===== src/sv/selective_repeat_receiver_macros.svh =====
// Assertion macros shared by the selective-repeat receiver modules.
`ifndef SELECTIVE_REPEAT_RECEIVER_MACROS_SVH
`define SELECTIVE_REPEAT_RECEIVER_MACROS_SVH

// Same-cycle implication, sampled on i_clk, off while i_rst_n is low.
`define SRR_ASSERT_IMP(lbl, ante, cons, msg) \
    lbl: assert property (@(posedge i_clk) disable iff (!i_rst_n) (ante) |-> (cons)) \
        else $error(msg);

// Next-cycle implication, sampled on i_clk, off while i_rst_n is low.
`define SRR_ASSERT_NXT(lbl, ante, cons, msg) \
    lbl: assert property (@(posedge i_clk) disable iff (!i_rst_n) (ante) |=> (cons)) \
        else $error(msg);

`endif


===== src/sv/srr_pkg.sv =====
// Shared constants and types of the selective-repeat receiver.
`timescale 1ns / 1ps
package srr_pkg;

    localparam int SEQ_SPACE    = 16;
    localparam int SEQ_W        = 4;
    localparam int WINDOW_SIZE  = 8;
    localparam int PAYLOAD_BITS = 64;
    localparam int PAYLOAD_W    = 64;

    // effective window, capped at the sequence space
    localparam int WIN   = (WINDOW_SIZE < SEQ_SPACE) ? WINDOW_SIZE : SEQ_SPACE;
    localparam int CNT_W = $clog2(WIN + 1);

    localparam int IN_DATA_W  = ((SEQ_W + PAYLOAD_W + 7) / 8) * 8;
    localparam int OUT_DATA_W = ((SEQ_W + PAYLOAD_W + 7) / 8) * 8;

    localparam int QUEUE_DEPTH = 2;
    localparam int QPTR_W      = $clog2(QUEUE_DEPTH);
    localparam int QCNT_W      = $clog2(QUEUE_DEPTH + 1);

    localparam logic KIND_ACK     = 1'b0;
    localparam logic KIND_DELIVER = 1'b1;

    typedef struct packed {
        logic [SEQ_W-1:0]        seq;
        logic [PAYLOAD_BITS-1:0] payload;
    } t_pkt;

    typedef struct packed {
        logic full;
        logic empty;
    } t_q_stat;

endpackage


===== src/sv/srr_front.sv =====
// Input side: accept packets, drop corrupt ones, push good ones to the queue.
`timescale 1ns / 1ps
module srr_front (
    input  logic                    i_s_tvalid,
    output logic                    o_s_tready,
    input  logic [srr_pkg::IN_DATA_W-1:0] i_s_tdata,
    input  logic                    i_s_tuser,
    input  srr_pkg::t_q_stat        i_q_stat,
    output logic                    o_push,
    output srr_pkg::t_pkt           o_pkt
);
    import srr_pkg::*;

    logic w_accept;

    // a corrupt packet is taken and dropped, so the port only waits on a full queue
    assign o_s_tready = !i_q_stat.full;
    assign w_accept   = i_s_tvalid && !i_q_stat.full;
    assign o_push     = w_accept && i_s_tuser;

    assign o_pkt.seq     = i_s_tdata[SEQ_W-1:0];
    assign o_pkt.payload = i_s_tdata[SEQ_W +: PAYLOAD_BITS];

endmodule


===== src/sv/srr_queue.sv =====
// Short packet queue between the input side and the window engine.
`timescale 1ns / 1ps
`include "selective_repeat_receiver_macros.svh"
module srr_queue (
    input  logic             i_clk,
    input  logic             i_rst_n,
    input  logic             i_push,
    input  srr_pkg::t_pkt    i_pkt,
    input  logic             i_pop,
    output srr_pkg::t_pkt    o_pkt,
    output srr_pkg::t_q_stat o_stat
);
    import srr_pkg::*;

    t_pkt              r_mem [QUEUE_DEPTH];
    logic [QPTR_W-1:0] r_wptr, n_wptr;
    logic [QPTR_W-1:0] r_rptr, n_rptr;
    logic [QCNT_W-1:0] r_cnt, n_cnt;

    assign o_stat.full  = (r_cnt == QCNT_W'(QUEUE_DEPTH));
    assign o_stat.empty = (r_cnt == '0);
    assign o_pkt        = r_mem[r_rptr];

    always_comb begin
        n_wptr = r_wptr;
        n_rptr = r_rptr;
        n_cnt  = r_cnt;
        if (i_push) begin
            n_wptr = r_wptr + 1'b1;
        end
        if (i_pop) begin
            n_rptr = r_rptr + 1'b1;
        end
        if (i_push && !i_pop) begin
            n_cnt = r_cnt + 1'b1;
        end else if (!i_push && i_pop) begin
            n_cnt = r_cnt - 1'b1;
        end
    end

    always_ff @(posedge i_clk) begin
        if (!i_rst_n) begin
            r_wptr <= '0;
            r_rptr <= '0;
            r_cnt  <= '0;
        end else begin
            r_wptr <= n_wptr;
            r_rptr <= n_rptr;
            r_cnt  <= n_cnt;
        end
    end

    always_ff @(posedge i_clk) begin
        if (i_push) begin
            r_mem[r_wptr] <= i_pkt;
        end
    end

    `SRR_ASSERT_IMP(a_no_push_full, i_push, !o_stat.full, "push into full queue")
    `SRR_ASSERT_IMP(a_cnt_range, 1'b1, r_cnt <= QCNT_W'(QUEUE_DEPTH), "queue count overflow")
    `SRR_ASSERT_NXT(a_push_fills, i_push && !i_pop, !o_stat.empty, "pushed word vanished")

endmodule


===== src/sv/srr_back.sv =====
// Window engine: classify queued packets, buffer payloads, emit acks and in-order deliveries.
`timescale 1ns / 1ps
`include "selective_repeat_receiver_macros.svh"
module srr_back (
    input  logic                           i_clk,
    input  logic                           i_rst_n,
    input  srr_pkg::t_pkt                  i_pkt,
    input  srr_pkg::t_q_stat               i_q_stat,
    output logic                           o_pop,
    output logic                           o_m_tvalid,
    input  logic                           i_m_tready,
    output logic [srr_pkg::OUT_DATA_W-1:0] o_m_tdata,
    output logic                           o_m_tuser,
    output logic                           o_m_tlast
);
    import srr_pkg::*;

    localparam logic [1:0] S_IDLE = 2'd0;
    localparam logic [1:0] S_WAIT = 2'd1;
    localparam logic [1:0] S_SEND = 2'd2;

    logic [1:0]              r_state, n_state;
    logic [SEQ_W-1:0]        r_base, n_base;
    logic [SEQ_SPACE-1:0]    r_filled, n_filled;
    logic [SEQ_W-1:0]        r_idx, n_idx;
    logic [CNT_W-1:0]        r_cnt, n_cnt;
    logic                    r_ov, n_ov;
    logic                    r_kind, n_kind;
    logic [SEQ_W-1:0]        r_ack, n_ack;
    logic [PAYLOAD_BITS-1:0] r_pay, n_pay;
    logic                    r_last, n_last;

    logic [PAYLOAD_BITS-1:0] r_slot [SEQ_SPACE];
    logic [PAYLOAD_BITS-1:0] r_rd;
    logic                    w_we;

    logic                    w_free;
    logic [SEQ_W-1:0]        w_dist;
    logic                    w_in_win;
    logic                    w_in_prev;
    logic [SEQ_W-1:0]        w_nxt;
    logic                    w_end;

    assign w_free    = !r_ov || i_m_tready;
    assign w_dist    = i_pkt.seq - r_base;
    assign w_in_win  = ({1'b0, w_dist} < (SEQ_W + 1)'(WIN));
    assign w_in_prev = ({1'b0, w_dist} >= (SEQ_W + 1)'(SEQ_SPACE - WIN));
    assign w_nxt     = r_idx + 1'b1;
    assign w_end     = (r_cnt == CNT_W'(WIN - 1)) || !r_filled[w_nxt];

    always_comb begin
        n_state  = r_state;
        n_base   = r_base;
        n_filled = r_filled;
        n_idx    = r_idx;
        n_cnt    = r_cnt;
        n_ov     = r_ov;
        n_kind   = r_kind;
        n_ack    = r_ack;
        n_pay    = r_pay;
        n_last   = r_last;
        o_pop    = 1'b0;
        w_we     = 1'b0;
        if (r_ov && i_m_tready) begin
            n_ov = 1'b0;
        end
        unique case (r_state)
            S_IDLE: begin
                if (!i_q_stat.empty && w_free) begin
                    o_pop = 1'b1;
                    if (w_in_win) begin
                        // keep the first copy of a duplicate
                        w_we = !r_filled[i_pkt.seq];
                        n_filled[i_pkt.seq] = 1'b1;
                        n_ov   = 1'b1;
                        n_kind = KIND_ACK;
                        n_ack  = i_pkt.seq;
                        n_pay  = '0;
                        n_last = (i_pkt.seq != r_base);
                        if (i_pkt.seq == r_base) begin
                            n_idx   = i_pkt.seq;
                            n_cnt   = '0;
                            n_state = S_WAIT;
                        end
                    end else if (w_in_prev) begin
                        n_ov   = 1'b1;
                        n_kind = KIND_ACK;
                        n_ack  = i_pkt.seq;
                        n_pay  = '0;
                        n_last = 1'b1;
                    end
                end
            end
            S_WAIT: begin
                // slot write lands; the read issued now sees it
                n_state = S_SEND;
            end
            S_SEND: begin
                if (w_free) begin
                    n_ov   = 1'b1;
                    n_kind = KIND_DELIVER;
                    n_ack  = '0;
                    n_pay  = r_rd;
                    n_last = w_end;
                    n_filled[r_idx] = 1'b0;
                    n_idx  = w_nxt;
                    if (w_end) begin
                        n_base  = w_nxt;
                        n_state = S_IDLE;
                    end else begin
                        n_cnt = r_cnt + 1'b1;
                    end
                end
            end
            default: begin
                n_state = S_IDLE;
            end
        endcase
    end

    always_ff @(posedge i_clk) begin
        if (!i_rst_n) begin
            r_state  <= S_IDLE;
            r_base   <= '0;
            r_filled <= '0;
            r_ov     <= 1'b0;
            r_cnt    <= '0;
        end else begin
            r_state  <= n_state;
            r_base   <= n_base;
            r_filled <= n_filled;
            r_ov     <= n_ov;
            r_cnt    <= n_cnt;
        end
    end

    always_ff @(posedge i_clk) begin
        r_idx  <= n_idx;
        r_kind <= n_kind;
        r_ack  <= n_ack;
        r_pay  <= n_pay;
        r_last <= n_last;
    end

    // payload buffer: one write port, one registered read at the next index
    always_ff @(posedge i_clk) begin
        if (w_we) begin
            r_slot[i_pkt.seq] <= i_pkt.payload;
        end
        r_rd <= r_slot[n_idx];
    end

    assign o_m_tvalid = r_ov;
    assign o_m_tuser  = r_kind;
    assign o_m_tlast  = r_last;
    assign o_m_tdata  = OUT_DATA_W'({r_pay, r_ack});

    `SRR_ASSERT_IMP(a_pop_nonempty, o_pop, !i_q_stat.empty, "pop from empty queue")
    `SRR_ASSERT_IMP(a_send_filled, r_state == S_SEND, r_filled[r_idx], "delivering empty slot")
    `SRR_ASSERT_IMP(a_send_cap, r_state == S_SEND, r_cnt < CNT_W'(WIN), "delivery run too long")
    `SRR_ASSERT_IMP(a_wait_ack, r_state == S_WAIT, r_ov && r_kind == KIND_ACK && !r_last,
                    "ack before delivery missing")

endmodule


===== src/sv/selective_repeat_receiver.sv =====
// Top level of the selective-repeat ARQ receiver.
`timescale 1ns / 1ps
// Selective-repeat ARQ receiver. Each input word is one arriving packet:
// tuser carries the upstream checksum flag, tdata the sequence number and
// the payload. A packet with a bad checksum is taken and dropped with no
// output. A packet inside the receive window [base, base+8) mod 16 is acked
// and its payload buffered (a duplicate keeps the first copy); if its number
// equals the base, the ack is followed by the run of consecutive buffered
// payloads from the base on, and the base moves past them. A packet in the
// previous window is acked again only; anything else is dropped silently.
// Output words carry tuser = 0 for an ack (sequence number in tdata) and
// tuser = 1 for a delivered payload; tlast marks the final word caused by
// one packet. Timing: a two-word queue decouples the input port, so packets
// are taken while the engine works. The engine handles one packet at a time:
// a packet that gives an ack or nothing is handled in IDLE alone, and a
// packet that opens a delivery run passes IDLE (the ack), WAIT (a turnaround
// so the payload buffer write lands before the registered read) and SEND
// (one payload per cycle). The output register lets the engine go on as
// long as the downstream side takes words; a stall holds it.
module selective_repeat_receiver (
    input  logic                           i_clk,
    input  logic                           i_rst_n,
    // slave side: one arriving packet per word
    input  logic                           i_s_tvalid,
    output logic                           o_s_tready,
    // tdata: [3:0] seq_num, [67:4] payload, [71:68] zero
    input  logic [srr_pkg::IN_DATA_W-1:0]  i_s_tdata,
    // tuser: [0] checksum_ok
    input  logic                           i_s_tuser,
    // master side: acks and delivered payloads
    output logic                           o_m_tvalid,
    input  logic                           i_m_tready,
    // tdata: [3:0] ack_num, [67:4] payload_out, [71:68] zero
    output logic [srr_pkg::OUT_DATA_W-1:0] o_m_tdata,
    // tuser: [0] kind (0 ack, 1 delivered payload)
    output logic                           o_m_tuser,
    // tlast: final word for the packet
    output logic                           o_m_tlast
);
    import srr_pkg::*;

    t_q_stat w_q_stat;
    t_pkt    w_push_pkt;
    t_pkt    w_head_pkt;
    logic    w_push;
    logic    w_pop;

    // input side: accept and filter on checksum
    srr_front u_front (
        .i_s_tvalid (i_s_tvalid),
        .o_s_tready (o_s_tready),
        .i_s_tdata  (i_s_tdata),
        .i_s_tuser  (i_s_tuser),
        .i_q_stat   (w_q_stat),
        .o_push     (w_push),
        .o_pkt      (w_push_pkt)
    );

    // decoupling queue for good packets
    srr_queue u_queue (
        .i_clk   (i_clk),
        .i_rst_n (i_rst_n),
        .i_push  (w_push),
        .i_pkt   (w_push_pkt),
        .i_pop   (w_pop),
        .o_pkt   (w_head_pkt),
        .o_stat  (w_q_stat)
    );

    // window engine: classify, buffer, ack and deliver in order
    srr_back u_back (
        .i_clk      (i_clk),
        .i_rst_n    (i_rst_n),
        .i_pkt      (w_head_pkt),
        .i_q_stat   (w_q_stat),
        .o_pop      (w_pop),
        .o_m_tvalid (o_m_tvalid),
        .i_m_tready (i_m_tready),
        .o_m_tdata  (o_m_tdata),
        .o_m_tuser  (o_m_tuser),
        .o_m_tlast  (o_m_tlast)
    );

endmodule


===== config.mk =====
export PLATFORM = sky130hd
export DESIGN_NAME = selective_repeat_receiver
export DESIGN_NICKNAME = d
export VERILOG_FILES = /design/src/sv/srr_pkg.sv /design/src/sv/srr_front.sv /design/src/sv/srr_queue.sv /design/src/sv/srr_back.sv /design/src/sv/selective_repeat_receiver.sv
export VERILOG_INCLUDE_DIRS = /design/src /design/src/sv
export SDC_FILE = /design/constraint.sdc
export NUM_CORES = 1
export LEC_CHECK = 0
export ABC_CLOCK_PERIOD_IN_PS = 10000
export BUFFER_PORTS_ARGS = -buffer_cell sky130_fd_sc_hd__buf_4
export CAP_MARGIN = 40
export CORE_MARGIN = 4
export CORE_UTILIZATION = 66
export DETAILED_ROUTE_END_ITERATION = 8
export PLACE_DENSITY = 0.84
export SLEW_MARGIN = 0
export SYNTH_ARGS = -nofsm -noshare
export SYNTH_HDL_FRONTEND = slang
export SYNTH_SLANG_ARGS = --single-unit

===== constraint.sdc =====
create_clock -name i_clk -period 10 [get_ports i_clk]
set_clock_uncertainty 0.05 [all_clocks]
set_input_delay 1 -clock i_clk [delete_from_list [all_inputs] [get_ports i_clk]]
set_output_delay 1 -clock i_clk [all_outputs]
set_load 0.01 [all_outputs]

==> reports/qor.csv <==
stage;metric;value;unit
cts;CTS root buffer;clkbuf_16;
drt;Vias/cell;7.13;
power;Sw Ratio;0.293;
power;Switch Pwr;4.77;mW
critical_path;Reg2Reg Depth;12;
sta;Tmin final;5.73;ns
sta;FMAX;174;MHz
floorplan;core footprint;0.0743;mm2
critical_path;critical-path cell list;buf_4, mux2i_1, inv_1, ha_1, nand3_1, nor4b_2, a21boi_0, o31ai_2, and3_4, buf_4, a22oi_1, nand2_1;
synthesis;asr flop ratio synth;0;
finish;share of layout cells above drive strength 1;0.293;
finish;final instance area;0.0559;mm2
synthesis;Cell Area, Synth;0.0494;mm2
critical_path;Crit path top cell by count;buf_4;
finish;commonest non-fill, non-tap cell in the layout;edfxtp_1;
floorplan;Cell Rows;100;
sta;RSZ-0062 raised after global routing;false;
worst_hold_path;Min-Delay Endpoint;u_queue.r_mem[1][44]$_DFFE_PP_;
global_routing;total track usage;0.315;
global_routing;antenna violations before repair;2;
critical_path;crit path capture type;flip-flop;
critical_path;Slowest-stage cell, CP;buf_4;
cts;H-tree depth;3;
critical_path;R2R setup slack;4.27;ns
critical_path;type of origin of the critical path;flip-flop;
cts;post-CTS sizing;0;
cts;CTS buffer count;121;
floorplan;DIE HEIGHT;282;um
synthesis;Cell variety after synth;58;
global_routing;vias in the first global route;25900;
drt;post-DR wirelength/cell;34.8;um
worst_hold_path;hold path depth;1;
floorplan;die width;282;um
critical_path;Buf/Inv on CP;3;
power;Peak VDD IR;323;uV
drt;initial drt markers;4066;
sta;Tcrit/Tclk final;0.573;
finish;Layout area overhead;13.1;%
critical_path;WP data arrival;6.30;ns
sta;fin. max-slew vios;0;
cts;Sink Count;1330;
power;P_int;11.5;mW
drt;WL final;123000;um
finish;commonest non-fill, non-tap cells in the layout;edfxtp_1 (1230), mux4_2 (263), buf_4 (172);
worst_hold_path;HP Start;i_s_tdata[48];
cts;CTS tree;yes;
synthesis;ys flop type;edfxtp_1;
critical_path;reg2reg end;u_back.r_rd[25]$_DFF_P_;
cts;Hold-fix buffers, CTS;0;
drt;DRT Pass-1 Iters;8;
power;logic gate share of total power;0.262;
cts;CTS clk-pin slew, worst paths;0.06;ns
sta;relative slew slack;0.169;
power;pwr/cell area;291;mW/mm2
synthesis;post-synthesis instance total;2262;
sta;Worst Tran Pin Value;1.25;ns
floorplan;Die ar.;0.0793;mm2
drt;vias;25200;
drt;residual DRC count;0;
critical_path;Worst Path Max Fanout;42;
synthesis;sequential-to-total area share from yosys stat;0.788;
placement;IO buf count;144;
cts;Post-CTS Setup Inserts;0;
floorplan;IO Count;153;
synthesis;Synth warnings;0;
synthesis;syn avg cell area;21.9;um2
global_routing;first-pass GRT wire length;178000;um
worst_hold_path;min-delay worst type;in2reg;
critical_path;Setup CP Type;reg2reg;
synthesis;Yosys reg bits;1330;
finish;nets;2548;
critical_path;cell family contributing the most delay on the critical path;buffers and inverters;
synthesis;EDFF count, synth;1230;
cts;Bufs on Longest Clock Path;3;
placement;dpl cell area;0.0517;mm2
critical_path;CP Data Required Time;10.56;ns
placement;dpl cells;3307;
power;Seq pwr share;0.439;
drt;Post-DRT Antenna Nets;0;
run_status;status;finished, final reports clean;
cts;Skew-Pair Late Insertion Delay;0.69;ns
power;Clock power frac;0.299;
global_routing;largest net degree at the start of global routing;181;
sta;setup TNS;0;ns
finish;Inserted Diodes;0;
placement;GPL Wtd Cong;0.784;
floorplan;Starting Density;0.665;
sta;Final Hold Violating Endpoints;0;
global_routing;GRT overflow;0;
sta;Final setup viols;0;
finish;post-route insts no fill;3539;
critical_path;Largest stage delay, worst path;0.75;ns
run;MaxCap Viol Count;0;
placement;DP HPWL;57400;um
power;leakage;18.3;nW
## worst max-delay path by stage
| stage | startpoint | to | slack [ns] | cells past startpoint |
|---|---|---|---|---|
| global route | flip-flop | u_back.r_rd[28]$_DFF_P_ | 4.16 | 12 |
| global placement | flip-flop | u_back.r_rd[45]$_DFF_P_ | 3.84 | 11 |
| finish | flip-flop | u_back.r_rd[25]$_DFF_P_ | 4.27 | 12 |
| CTS | flip-flop | u_back.r_rd[25]$_DFF_P_ | 4.40 | 12 |
| detailed placement | flip-flop | u_back.r_rd[25]$_DFF_P_ | 4.60 | 12 |
| floorplan | i_s_tuser | u_queue.r_mem[0][0]$_DFFE_PP_ | 5.20 | 2 |
## metal layers
metal  track usage  part of all wire  wire (um)  up-vias
li1              -                 -          -     9728
met1         0.406              0.33      40300    12900
met2         0.536              0.52      64100     2181
met3        0.0529              0.10      12500      411
met4         0.147             0.050       6210        0
met5             0                 0          0        -
## through the flow
| stage | utilization | setup WS, ns | power [mW] | hold WS (ns) |
|---|---|---|---|---|
| after detailed placement | 0.696 | 4.60 | 11.3 | 0.442 |
| after CTS | 0.752 | 4.40 | 16.3 | 0.418 |
| final | 0.752 | 4.27 | 16.3 | 0.442 |
| after global routing | 0.752 | 4.16 | 16.8 | 0.432 |
| after global placement | 0.692 | 3.84 | 11.0 | 0.426 |
| after floorplan | - | 5.20 | 10.1 | 0.406 |
## synthesized netlist by cell type (13+ instances only)
master | instances | area share
buf_4 | 16 | 0.0024
mux2_2 | 64 | 0.015
nor2_1 | 38 | 0.0029
o21ai_0 | 18 | 0.0018
buf_6 | 19 | 0.0043
a22oi_1 | 128 | 0.019
nand3_1 | 13 | 0.0013
edfxtp_1 | 1230 | 0.75
nand2_1 | 81 | 0.0062
mux4_2 | 263 | 0.12
dfxtp_1 | 100 | 0.040
and2_1 | 85 | 0.011
clkbuf_1 | 45 | 0.0034
buf_2 | 29 | 0.0029
## area by class of cell
class	count	area (um2)
Multi-Input combinational cell	809	9890
Fill cell	3665	18400
Tap cell	969	1210
Inverter	12	45.0
Clock inverter	66	724
Clock buffer	165	3460
Sequential cell	1330	38900
Timing Repair Buffer	188	1640
## power by group through the flow
| stage | sequential (mW) | combinational, mW | clock [mW] |
|---|---|---|---|
| floorplan | 7.21 | 2.91 | 0 |
| global placement | 7.21 | 3.81 | 0 |
| detailed placement | 7.24 | 4.08 | 0 |
| CTS | 7.15 | 4.26 | 4.89 |
| global route | 7.17 | 4.50 | 5.14 |
| finish | 7.15 | 4.27 | 4.86 |
## flip-flops by register name, summed over array words and instances (netlist names), named ones only
name               count
u_back.r_pay          64
u_queue.r_mem        136
u_back.o_m_tuser       1
u_back.r_filled       16
u_back.r_slot       1024
u_queue.r_wptr         1
u_back.r_ack           4
u_back.r_idx           4
u_back.r_rd           64
u_back.o_m_tlast       1
u_queue.r_cnt          2
u_back.o_m_tvalid      1
u_back.r_base          4
u_back.r_state         2
u_queue.r_rptr         1
u_back.r_cnt           4
## cells by family after synthesis
family | Yosys count | synth area share
muxes | 343 | 0.138
and+or+nand+nor | 258 | 0.0276
AOI/OAI and AO/OA | 186 | 0.0275
buffers and inverters | 126 | 0.0144
xor gates and xnor gates | 9 | 0.00213
adders and majority gates | 9 | 0.00228
other | 1 | 0.0000759
DFF | 1330 | 0.788
Note: power is estimated with default switching activity, not from simulation.
